## config.mk

```make
export PLATFORM = sky130hd
export DESIGN_NAME = grwi_ctrl
export DESIGN_NICKNAME = d
export VERILOG_FILES = /design/src/rtl/grwi_pkg.sv /design/src/rtl/grwi_ctrl.sv
export SDC_FILE = /design/constraint.sdc
export NUM_CORES = 1
export LEC_CHECK = 0
export ABC_AREA = 1
export BUFFER_PORTS_ARGS = -buffer_cell sky130_fd_sc_hd__buf_4
export CAP_MARGIN = 40
export CORE_MARGIN = 3
export CORE_UTILIZATION = 56
export CTS_CLUSTER_SIZE = 10
export DETAILED_ROUTE_END_ITERATION = 10
export PLACE_DENSITY = 0.79
export REMOVE_ABC_BUFFERS = 1
export SYNTH_ARGS = -nofsm -noshare
export SYNTH_HDL_FRONTEND = slang
export SYNTH_SLANG_ARGS = --single-unit
```

## constraint.sdc

```tcl
create_clock -name clock -period 2.1 [get_ports clock]
set_input_delay 0.63 -clock clock [delete_from_list [all_inputs] [get_ports clock]]
set_output_delay 0.63 -clock clock [all_outputs]
set_load 0.05 [all_outputs]
```

## src/rtl/grwi_pkg.sv

```systemverilog
// shared types, constants and codes for the grid ray wall intersection block
package grwi_pkg;

   // parameter defaults
   localparam int MAP_CELLS_DEF = 4096;
   localparam int MAX_STEPS_DEF = 128;
   localparam int FRAC_BITS_DEF = 10;

   // item commands
   localparam logic CMD_WRITE = 1'b0;
   localparam logic CMD_CAST  = 1'b1;

   // configuration register indexes
   localparam logic REG_MAP_WIDTH  = 1'b0;
   localparam logic REG_MAP_HEIGHT = 1'b1;

   // divider job kinds
   localparam logic DIV_FIRST = 1'b0;
   localparam logic DIV_STEP  = 1'b1;

   // search select
   localparam logic SEL_HORIZ = 1'b0;
   localparam logic SEL_VERT  = 1'b1;

   // reset value of the map size registers
   localparam logic [6:0] MAP_SIZE_RESET = 7'd64;

   typedef struct packed {
      logic               cmd;
      logic [11:0]        cell_index;
      logic [7:0]         cell_value;
      logic [15:0]        pos_x;
      logic [15:0]        pos_y;
      logic signed [15:0] dir_x;
      logic signed [15:0] dir_y;
   } req_type;

   typedef struct packed {
      logic signed [31:0] hit_dx;
      logic signed [31:0] hit_dy;
      logic               hit_horizontal;
      logic               no_hit;
   } rsp_type;

   // controller to datapath commands
   typedef struct packed {
      logic       clr_en;
      logic       wr_en;
      logic       sel_v;
      logic       load_search;
      logic       div_start;
      logic       div_kind;
      logic       advance;
      logic       hit_store;
      logic       miss_store;
      logic       sq_en;
      logic [2:0] sq_phase;
      logic       out_load;
   } cmd_type;

   // datapath to controller status
   typedef struct packed {
      logic clr_last;
      logic dp_zero;
      logic div_done;
      logic cell_hit;
   } stat_type;

endpackage

```

## src/rtl/grwi_ctrl.sv

```systemverilog
// sequencer for map clear, cell writes, the two grid line searches and the length compare
module grwi_ctrl #(
   parameter int MAX_STEPS = grwi_pkg::MAX_STEPS_DEF
) (
   input  logic               clock,
   input  logic               reset,
   input  logic               req_valid,
   input  logic               req_cmd,
   output logic               req_ready,
   output logic               rsp_valid,
   input  logic               rsp_ready,
   input  grwi_pkg::stat_type stat,
   output grwi_pkg::cmd_type  cmd
);

   localparam int SW = (MAX_STEPS > 1) ? $clog2(MAX_STEPS) : 1;

   typedef enum logic [9:0] {
      ST_CLR   = 10'b0000000001,
      ST_IDLE  = 10'b0000000010,
      ST_WR    = 10'b0000000100,
      ST_SETUP = 10'b0000001000,
      ST_DIV0  = 10'b0000010000,
      ST_DIV1  = 10'b0000100000,
      ST_STEP  = 10'b0001000000,
      ST_CHECK = 10'b0010000000,
      ST_SQ    = 10'b0100000000,
      ST_DONE  = 10'b1000000000
   } state_type;

   state_type      state_ff, state_in;
   logic [SW-1:0]  k_ff, k_in;
   logic           sel_ff, sel_in;
   logic [2:0]     phase_ff, phase_in;
   logic           rsp_valid_ff, rsp_valid_in;
   logic           search_end;

   // next state and commands
   always_comb begin
      state_in   = state_ff;
      k_in       = k_ff;
      sel_in     = sel_ff;
      phase_in   = phase_ff;
      req_ready  = 1'b0;
      search_end = 1'b0;
      cmd        = '0;
      cmd.sel_v    = sel_ff;
      cmd.sq_phase = phase_ff;
      case (state_ff)
         ST_CLR: begin
            cmd.clr_en = 1'b1;
            if (stat.clr_last) begin
               state_in = ST_IDLE;
            end
         end
         ST_IDLE: begin
            req_ready = 1'b1;
            sel_in    = grwi_pkg::SEL_HORIZ;
            if (req_valid) begin
               state_in = (req_cmd == grwi_pkg::CMD_CAST) ? ST_SETUP : ST_WR;
            end
         end
         ST_WR: begin
            cmd.wr_en = 1'b1;
            state_in  = ST_IDLE;
         end
         ST_SETUP: begin
            if (stat.dp_zero) begin
               cmd.miss_store = 1'b1;
               search_end     = 1'b1;
            end else begin
               cmd.load_search = 1'b1;
               cmd.div_start   = 1'b1;
               cmd.div_kind    = grwi_pkg::DIV_FIRST;
               state_in        = ST_DIV0;
            end
         end
         ST_DIV0: begin
            if (stat.div_done) begin
               cmd.div_start = 1'b1;
               cmd.div_kind  = grwi_pkg::DIV_STEP;
               state_in      = ST_DIV1;
            end
         end
         ST_DIV1: begin
            if (stat.div_done) begin
               k_in     = '0;
               state_in = ST_STEP;
            end
         end
         ST_STEP: begin
            state_in = ST_CHECK;
         end
         ST_CHECK: begin
            if (stat.cell_hit) begin
               cmd.hit_store = 1'b1;
               search_end    = 1'b1;
            end else if (k_ff == SW'(MAX_STEPS - 1)) begin
               cmd.miss_store = 1'b1;
               search_end     = 1'b1;
            end else begin
               cmd.advance = 1'b1;
               k_in        = k_ff + SW'(1);
               state_in    = ST_STEP;
            end
         end
         ST_SQ: begin
            cmd.sq_en = 1'b1;
            phase_in  = phase_ff + 3'd1;
            if (phase_ff == 3'd4) begin
               state_in = ST_DONE;
            end
         end
         ST_DONE: begin
            if (!rsp_valid_ff || rsp_ready) begin
               cmd.out_load = 1'b1;
               state_in     = ST_IDLE;
            end
         end
         default: begin
            state_in = ST_IDLE;
         end
      endcase
      // move on to the vertical search or to the compare
      if (search_end) begin
         if (sel_ff == grwi_pkg::SEL_HORIZ) begin
            sel_in   = grwi_pkg::SEL_VERT;
            state_in = ST_SETUP;
         end else begin
            phase_in = 3'd0;
            state_in = ST_SQ;
         end
      end
   end

   // output slot flag
   always_comb begin
      if (cmd.out_load) begin
         rsp_valid_in = 1'b1;
      end else if (rsp_ready) begin
         rsp_valid_in = 1'b0;
      end else begin
         rsp_valid_in = rsp_valid_ff;
      end
   end

   always_ff @(posedge clock) begin
      if (reset) begin
         state_ff     <= ST_CLR;
         k_ff         <= '0;
         sel_ff       <= grwi_pkg::SEL_HORIZ;
         phase_ff     <= '0;
         rsp_valid_ff <= 1'b0;
      end else begin
         state_ff     <= state_in;
         k_ff         <= k_in;
         sel_ff       <= sel_in;
         phase_ff     <= phase_in;
         rsp_valid_ff <= rsp_valid_in;
      end
   end

   assign rsp_valid = rsp_valid_ff;

endmodule

```

; ---- Yosys cells after proc, flatten, opt, wreduce, memory -nomap -nowiden
; Cells that the tools add are included.
[op_classes]
eq_ne = 24
mux = 45
n_addsub = 2
reduce_logical = 6
[ops]
columns = cell, count
row1 = $mux 10, 10
row2 = $pmux 10 s9, 1
row3 = $ne 3x3->1 const B, 9
row4 = $mux 7, 3
row5 = $mux 1, 19
row6 = $pmux 7 s2, 1
row7 = $mux 3, 4
row8 = $eq 10x1->1 const B, 1
row9 = $eq 10x10->1 const B, 1
row10 = $eq 10x2->1 const B, 1
row11 = $eq 10x3->1 const B, 1
row12 = $eq 10x4->1 const B, 1
row13 = $eq 10x5->1 const B, 1
row14 = $eq 10x6->1 const B, 1
row15 = $eq 10x7->1 const B, 1
row16 = $eq 10x8->1 const B, 1
row17 = $eq 10x9->1 const B, 1
row18 = $mux 9, 1
row19 = $reduce_and 9->1, 1
row20 = $add 7x1->7 const B, 1
row21 = $eq 7x7->1 const B, 1
row22 = $ne 2x2->1 const B, 3
row23 = $mux 2, 2
row24 = $mux 4, 1
row25 = 8 further kinds, 10
[totals]
inputBits = 9
output_inout_bits = 16
regBits = 22
wordCells = 82

; ---- Logic depth before layout (Yosys ltp)
; Gate-level depths: netlist of run 1.
[logic_depth]
ltp_word = 6
ltp_mapped = 11
ltp_nobuf = 11

; ---- Worst setup path after synthesis of run 1
; No wires, ideal clock.
[synth_path]
path_kind = register to output
from = reg k_ff[0]
to = out cmd[5] (netlist name)
slack_ns = -0.764
t_arrival_ns = 2.234
stages_incl_launch_ff = 8
path_cell_list = dfxtp_1 > ha_1 > nand2_1 > inv_1 > nand2_1 > nor2_2 > inv_1 > o31ai_1
[synth_lines]
columns = element, line_no
row1 = "start, declared", grwi_ctrl.sv:32  ; logic [SW-1:0] k_ff, k_in;
row2 = "start signal, assigned", grwi_ctrl.sv:156  ; k_ff <= k_in;
row3 = "end, declared", grwi_ctrl.sv:13  ; output grwi_pkg::cmd_type cmd

==> impl_results.md, run 1 <==
* Outcome: complete, but fails checks
* Failing checks: setup timing
* HPWL after detailed placement at 2.59 mm
* Cell depth of the worst setup path at 8
* Total Wirelength at roughly 5.5 mm
* Post-place instance area at roughly 1800 µm²
* Finished Cell Area at approximately 2300 µm²
* Final setup TNS at -2.88 ns
* Period utilization at 115%
* Initial Utilization at around three fifths
* Switching share of power at 40.6%
* Power density cells at about 670 nW/µm²
* Top-Level Pins at 25
* Final setup vio count at 17
* Sequential fraction of design power at 31.7%
* Core Box Area at 2520 µm²
* Total congestion overflow at 0
* Power Internal at between 900 and 1000 µW
* Num CTS Buffers at 3
* Die Y at slightly below 60 µm
* Final nets at around 300
* 1st-pass router iterations at 5
* Die X at roughly 58 µm
* ANT nets after route at 0
* Syn Inst Count at 227
* Clk_skew at approximately 0.011 ns
* Fin. max-slew vios at 0
* Drt wl/cell at around 18 µm
* Synth Register Bits at 22
* Pleak at 0.00105 µW
* Critical Path AT at approximately 1.8 ns
* Final hold vios at 0
* Unrepaired setup endpoints after global routing: yes
* Crit Path Max Fanout at 4
* MaxCap Viol Count at 0
* Slew margin rel. at 77.6%
* Critical path class: reg -> out
* CP delay by family, top: simple AND/OR/NAND/NOR gates
* Share of layout cells above drive strength 1 at between 40% and 50%
* Async S/R FF share, synth at 0%
* Combinational Power Share at 45.9%
* Crit-path slowest cell: dfxtp_2
* Synthesized area at 1510 µm²
* Avg Cell Area, Syn at 6.67 µm²
* # H-tree levels at 1
* Clock share of power at between 20 and 25%
* First-pass GRT wire length at between 7 and 8 mm
* CP endpoint: cmd[9]
* DRC at 0
* Post-synth EDFFs at 0
* Reg clk slew, reported paths at 0.15 ns
* Net switching power figure at between 600 and 700 µW
* GP Congestion at 0.815
* Min-delay worst type: reg -> reg
* RR Startpoint: state_ff[6]$_SDFFE_PP0P_
* Setup crit start kind: register
* R2R Path End: state_ff[4]$_SDFFE_PP0P_
* Sink Count at 22
* Critical path startpoint: state_ff[6]$_SDFFE_PP0P_
* Worst Hold Depth at 2
* Number of I/O port buffers at 24
* Ant. Diodes at 0
* Warnings from Yosys at 0
* Clk root buf: clkbuf_4
* Crit path capture type: primary output
* FF-to-FF setup slack at -0.30 ns
* Die ar. at ~3400 µm²
* Synth Flop Type: dfxtp_1
* DRT iter0 DRCs at approximately 230
* Worst Setup Slack, final at -0.308 ns
* DR vias at approximately 1900
* Final core occ at between 90 and 100%
* Peak Freq at 415 MHz
* Area delta synth->final at 51.2%
* Number of global-route vias before repair at approximately 1700
* Most common cell after layout, fill and taps aside: buf_4
* Antenna violations before repair at 0
* Cells on worst reg2reg path at 17
* Largest net degree at the start of global routing at 14
* Most frequent cells in the layout: buf_4 (44), nand2_1 (34), nor2_1 (32)
* Critical Path Max Stage Delay at ~0.4 ns
* Worst-Skew Late Latency at 0.33 ns
* Crit path cell chain: inv_1, nand2_2, nor2_8, nand3b_1, nor2_4, inv_2, o21ai_2, buf_6
* Area contributors post-synth: dfxtp_1 (29%), nand2_1 (10%), nor2_1 (9.7%)
* CP bufs+invs at 3
* Post-synth cell types at 32
* All-Layer GR Usage at around 30%
* Via density at about 5.9
* Slew of the pin with the lowest slew margin at about 0.34 ns
* CTS tree: yes
* Register area share after synthesis at 29.1%
* CP required at roughly 1.5 ns
* Maximum VDD drop at 0.647 mV
* Area fraction of the dominant cell type after synthesis at 29.1%
* Worst hold margin at 0.510 ns
* Row count at 18
* Clk buf depth at 2
* Final Critical Period at 2.41 ns
* Synth area leader: dfxtp_1
[per-stage QoR]
stage | setup slack [ns] | power (µW) | cells
4_1_cts | -0.175 | 1410 | 310
2_1_floorplan | -0.764 | 839 | 224
3_3_place_gp | 0.102 | 949 | 284
3_5_place_dp | 0.0430 | 949 | 284
5_1_grt | -0.357 | 1590 | 316
6_report | -0.308 | 1530 | 316
[worst reg2reg max path, cell delays in order, from the launching register on]
cell      delay [ns]
dfxtp_2         0.39
inv_1           0.13
nand2_2         0.13
nor2_8          0.13
nand3b_1        0.16
buf_4           0.18
buf_4           0.12
buf_4           0.12
buf_4           0.12
buf_4           0.12
buf_6           0.11
buf_6           0.11
nand2_2         0.06
nand2_2         0.08
nand2_4         0.11
inv_2           0.06
nor2_1          0.12
nor2_1          0.06
[power by group through the flow]
stage	Combinational [µW]	Sequential [µW]	Clock, µW
final	702	484	343
after global routing	750	486	358
after CTS	591	482	338
after detailed placement	463	486	0
after global placement	463	486	0
after floorplan	352	487	0
[synth_stat cells (2+ instances only)]
cell type and count:
dfxtp_1 22, nor3_1 6, inv_2 6, a21oi_1 8
xor2_1 2, nand2_2 6, nand2_1 42, nand3_2 3
nor2_1 39, nand3_1 16, buf_4 2, inv_1 32
nor2_2 5, nand4_1 3, nor3_2 2, nand2_4 3
ha_1 3, nand3b_1 2, o21ai_0 6, nor2_4 5
nor4_1 3
[routing by layer]
layer | global-route usage [%] | part of all wire, %
met1 | 37.0 | 37
met2 | 50.6 | 47
met3 | 5.12 | 9.6
met4 | 17.5 | 6.6
met5 | 0 | 0
[how the worst min path moves through the flow]
stage	start	to	slack, ns
after detailed placement	k_ff[0]$_SDFFE_PP0P_	k_ff[0]$_SDFFE_PP0P_	0.48
after global routing	k_ff[5]$_SDFFE_PP0P_	k_ff[5]$_SDFFE_PP0P_	0.53
after CTS	k_ff[2]$_SDFFE_PP0P_	k_ff[2]$_SDFFE_PP0P_	0.50
after global placement	k_ff[1]$_SDFFE_PP0P_	k_ff[1]$_SDFFE_PP0P_	0.47
final	k_ff[5]$_SDFFE_PP0P_	k_ff[5]$_SDFFE_PP0P_	0.51
after floorplan	k_ff[6]$_SDFFE_PP0P_	k_ff[6]$_SDFFE_PP0P_	0.45
[repair_timing]
item	CTS	global route
hold buffers	0	0
gates resized for setup	42	40
pin swaps	12	7
setup endpoints to repair	10	17
buffers inserted	22	6
[final cells by class]
class	instances	area, µm²
fillers	103	234
clock inverters	1	30.0
well taps	30	37.5
flip-flops and latches	22	467
clock buffers	3	22.5
repair buffers	58	503
inverters	39	156
multi-input cells	163	1070
[sequential cells by signal (all words and copies together), names as in the netlist]
signal     flops
state_ff      10
k_ff           7
phase_ff       3
rsp_valid      1
sel_ff         1
[kinds of logic (layout without fill, tap and decap cells)]
kind of cell | Yosys count | after routing | synth area share [%]
AOI/OAI and AO/OA | 19 | 19 | 8.02
xor gates and xnor gates | 3 | 3 | 1.74
adders and majority gates | 3 | 3 | 2.48
buffers and inverters | 42 | 101 | 11.2
DFF | 22 | 22 | 29.1
and+or+nand+nor | 138 | 138 | 47.5
Note: power is estimated with default switching activity, not from simulation.
==> run 2, diff against run 1 <==
Settings changed: BUFFER_PORTS_ARGS -buffer_cell sky130_fd_sc_hd__buf_4 to not set, CORE_UTILIZATION 56 to 60, CTS_BUF_LIST set to sky130_fd_sc_hd__clkbuf_4, DONT_BUFFER_PORTS set to 1, PLACE_DENSITY 0.79 to 0.76.
==> run 2 against run 1 <==
The run still ends with setup timing left. Hold slack got worse by 0.17 ns. Critical path depth fell by 1. Sequential cell count did not move. Global-route usage rose by 1.2 points. Register-to-register slack improved by 0.37 ns. Sequential share of layout area rose by 0.90 points. Core utilization rose by 4.4 points. Critical endpoint is now cmd[5]. Largest cell class unchanged.
==> impl_results.md, run 2 (same netlist as run 1, synthesis figures left out) <==
* Largest net degree at the start of global routing at 14 (unchanged)
* RR Startpoint: state_ff[5]$_SDFFE_PP0P_
* Slew margin rel. at 58.3% (-19 points)
* Fin. max-slew vios at 0 (unchanged)
* Final Critical Period at 2.38 ns (-0.0238 ns)
* Clk_skew at 0.00602 ns (-0.00466 ns)
* Hold Path Origin: reset
* First-pass GRT wire length at 8.00 mm (+2.0%)
* Total Wirelength at 6.56 mm (+19%)
* GP Congestion at 0.848 (+4.1%)
* Worst hold margin at 0.339 ns (-0.171 ns)
* Max reg flops at 10 (unchanged)
* Number of I/O port buffers at 0 (-100%)
* Final core occ at 95.2% (+4.4 points)
* Core Box Area at 2300 µm² (-8.9%)
* Share of layout cells above drive strength 1 at 44.9% (-2.3 points)
* HPWL after detailed placement at 2.84 mm (+9.8%)
* Worst-Skew Late Latency at 0.33 ns (about the same)
* Most frequent cells in the layout: nand2_1 (37), buf_4 (37), nor2_1 (31)
* DRC at 0 (unchanged)
* Finished Cell Area at 2190 µm² (-4.5%)
* Final nets at 289 (-3.3%)
* Crit path capture type: primary output
* Row count at 17 (-1)
* Outcome: complete, but fails checks
* Cells on worst reg2reg path at 12 (-5)
* Die Y at 56.2 µm (-3.0%)
* Die ar. at 3160 µm² (-6.0%)
* Fill cell count at 70 (-32%)
* Drt wl/cell at 21.6 µm (+23%)
* Ant. Diodes at 0 (unchanged)
* CP required at 1.47 ns (about the same)
* Antenna violations before repair at 0 (unchanged)
* Initial Utilization at 65.9% (+5.9 points)
* Clk root buf: clkbuf_4
* Period utilization at 114% (-1.1 points)
* Hold endpoint: k_ff[4]$_SDFFE_PP0P_
* Slew of the pin with the lowest slew margin at 0.624 ns (+0.289 ns)
* Crit Path Max Fanout at 4 (unchanged)
* MaxCap Viol Count at 0 (unchanged)
* Worst Hold Depth at 1 (-1)
* Min-delay worst type: in -> reg
* Clk buf depth at 2 (unchanged)
* All-Layer GR Usage at 31.7% (+1.2 points)
* CTS tree: yes
* Die X at 56.2 µm (-3.0%)
* Top-Level Pins at 25 (unchanged)
* Peak Freq at 419 MHz (+1.0%)
* Total Power at 1620 µW (+5.6%)
* Largest regs: state_ff (10), k_ff (7), phase_ff (3)
* DR vias at 1986 (+7.0%)
* Failing checks: setup timing
* Post-place instance area at 1690 µm² (-3.6%)
* Maximum VDD drop at 0.749 mV (+16%)
* Pleak at 0.000983 µW (-6.5%)
* Number of global-route vias before repair at 1689 (-1.9%)
* Setup crit start kind: register
* Final setup vio count at 11 (-6)
* 1st-pass router iterations at 6 (+1)
* CTS Hold Buffers Added at 0 (unchanged)
* DRT iter0 DRCs at 257 (+11%)
* FF-to-FF setup slack at 0.07 ns (+0.37 ns)
* Total congestion overflow at 0 (unchanged)
* ANT nets after route at 0 (unchanged)
* # H-tree levels at 1 (unchanged)
* Sink Count at 22 (unchanged)
* Num CTS Buffers at 3 (unchanged)
* Power density cells at 739 nW/µm² (+11%)
* Critical Path AT at 1.75 ns (-0.03 ns)
* Area delta synth->final at 44.4%
* Worst Setup Slack, final at -0.285 ns (+0.0238 ns)
* Final hold vios at 0 (unchanged)
* R2R Path End: state_ff[4]$_SDFFE_PP0P_
* Reg clk slew, reported paths at 0.14 ns (about the same)
* Unrepaired setup endpoints after global routing: yes
* Critical path class: reg -> out
* Top reg by flops: state_ff
* Via density at 6.53 (+11%)
==> run 2: cell count changes in the layout (fill, tap and decap cells not counted), moves of 3 or more <==
cell	delta
nor2_4	-3
nor2_2	+4
nand2_1	+3
buf_8	-3
buf_4	-7
==> run 2: metal layers <==
layer / GRT usage, % / up-vias / share of wire (%)
met5: 0 / - / 0
met1: 37.1 / 884 / 33
met2: 57.4 / 213 / 45
met4: 12.2 / 0 / 7.9
li1: - / 813 / -
met3: 4.41 / 76 / 13
==> run 2: how the worst max path moves through the flow <==
stage                             start     end  slack [ns]
2_1_floorplan      k_ff[0]$_SDFFE_PP0P_  cmd[5]       -0.76
3_3_place_gp       k_ff[0]$_SDFFE_PP0P_  cmd[5]        0.11
3_5_place_dp       k_ff[0]$_SDFFE_PP0P_  cmd[5]        0.06
4_1_cts        state_ff[9]$_SDFFE_PP0P_  cmd[5]       -0.19
5_1_grt            k_ff[1]$_SDFFE_PP0P_  cmd[5]       -0.29
6_report           k_ff[2]$_SDFFE_PP0P_  cmd[5]       -0.28
==> run 2: stage by stage <==
stage | setup TNS [ns] | setup slack [ns] | std cells
after detailed placement | 0 | 0.0585 | 269
after global placement | 0 | 0.107 | 269
final | -1.55 | -0.285 | 304
after CTS | -0.610 | -0.188 | 295
after floorplan | -3.00 | -0.764 | 224
after global routing | -2.03 | -0.292 | 304
==> run 2: power breakdown <==
part | switching [µW] | leakage [µW] | internal, µW
combinational | 494 | 0.000771 | 291
sequential | 37.8 | 0.000185 | 449
clock | 150 | 0.0000279 | 193
total | 682 | 0.000983 | 933
==> run 2: worst max-delay path, cell delays in order (launching register included) <==
cell     delay (ns)
dfxtp_1        0.49
nand2_1        0.13
inv_1          0.10
nand2_2        0.08
nor2_4         0.13
inv_2          0.06
o31ai_4        0.25
buf_6          0.19
==> run 2: layout make-up <==
cell class | instances | area (µm²) | share of cell area, %
inverters | 39 | 161 | 7.38
clock buffers | 3 | 22.5 | 1.03
multi-input cells | 163 | 1050 | 48.0
well taps | 28 | 35.0 | 1.60
flip-flops and latches | 22 | 465 | 21.3
clock inverters | 1 | 30.0 | 1.37
repair buffers | 48 | 423 | 19.3
==> run 2: what timing repair did <==
item,CTS,global route
endpoints found under the setup margin,10,11
gates resized for setup,41,26
pin swaps,7,11
setup buffers,22,9
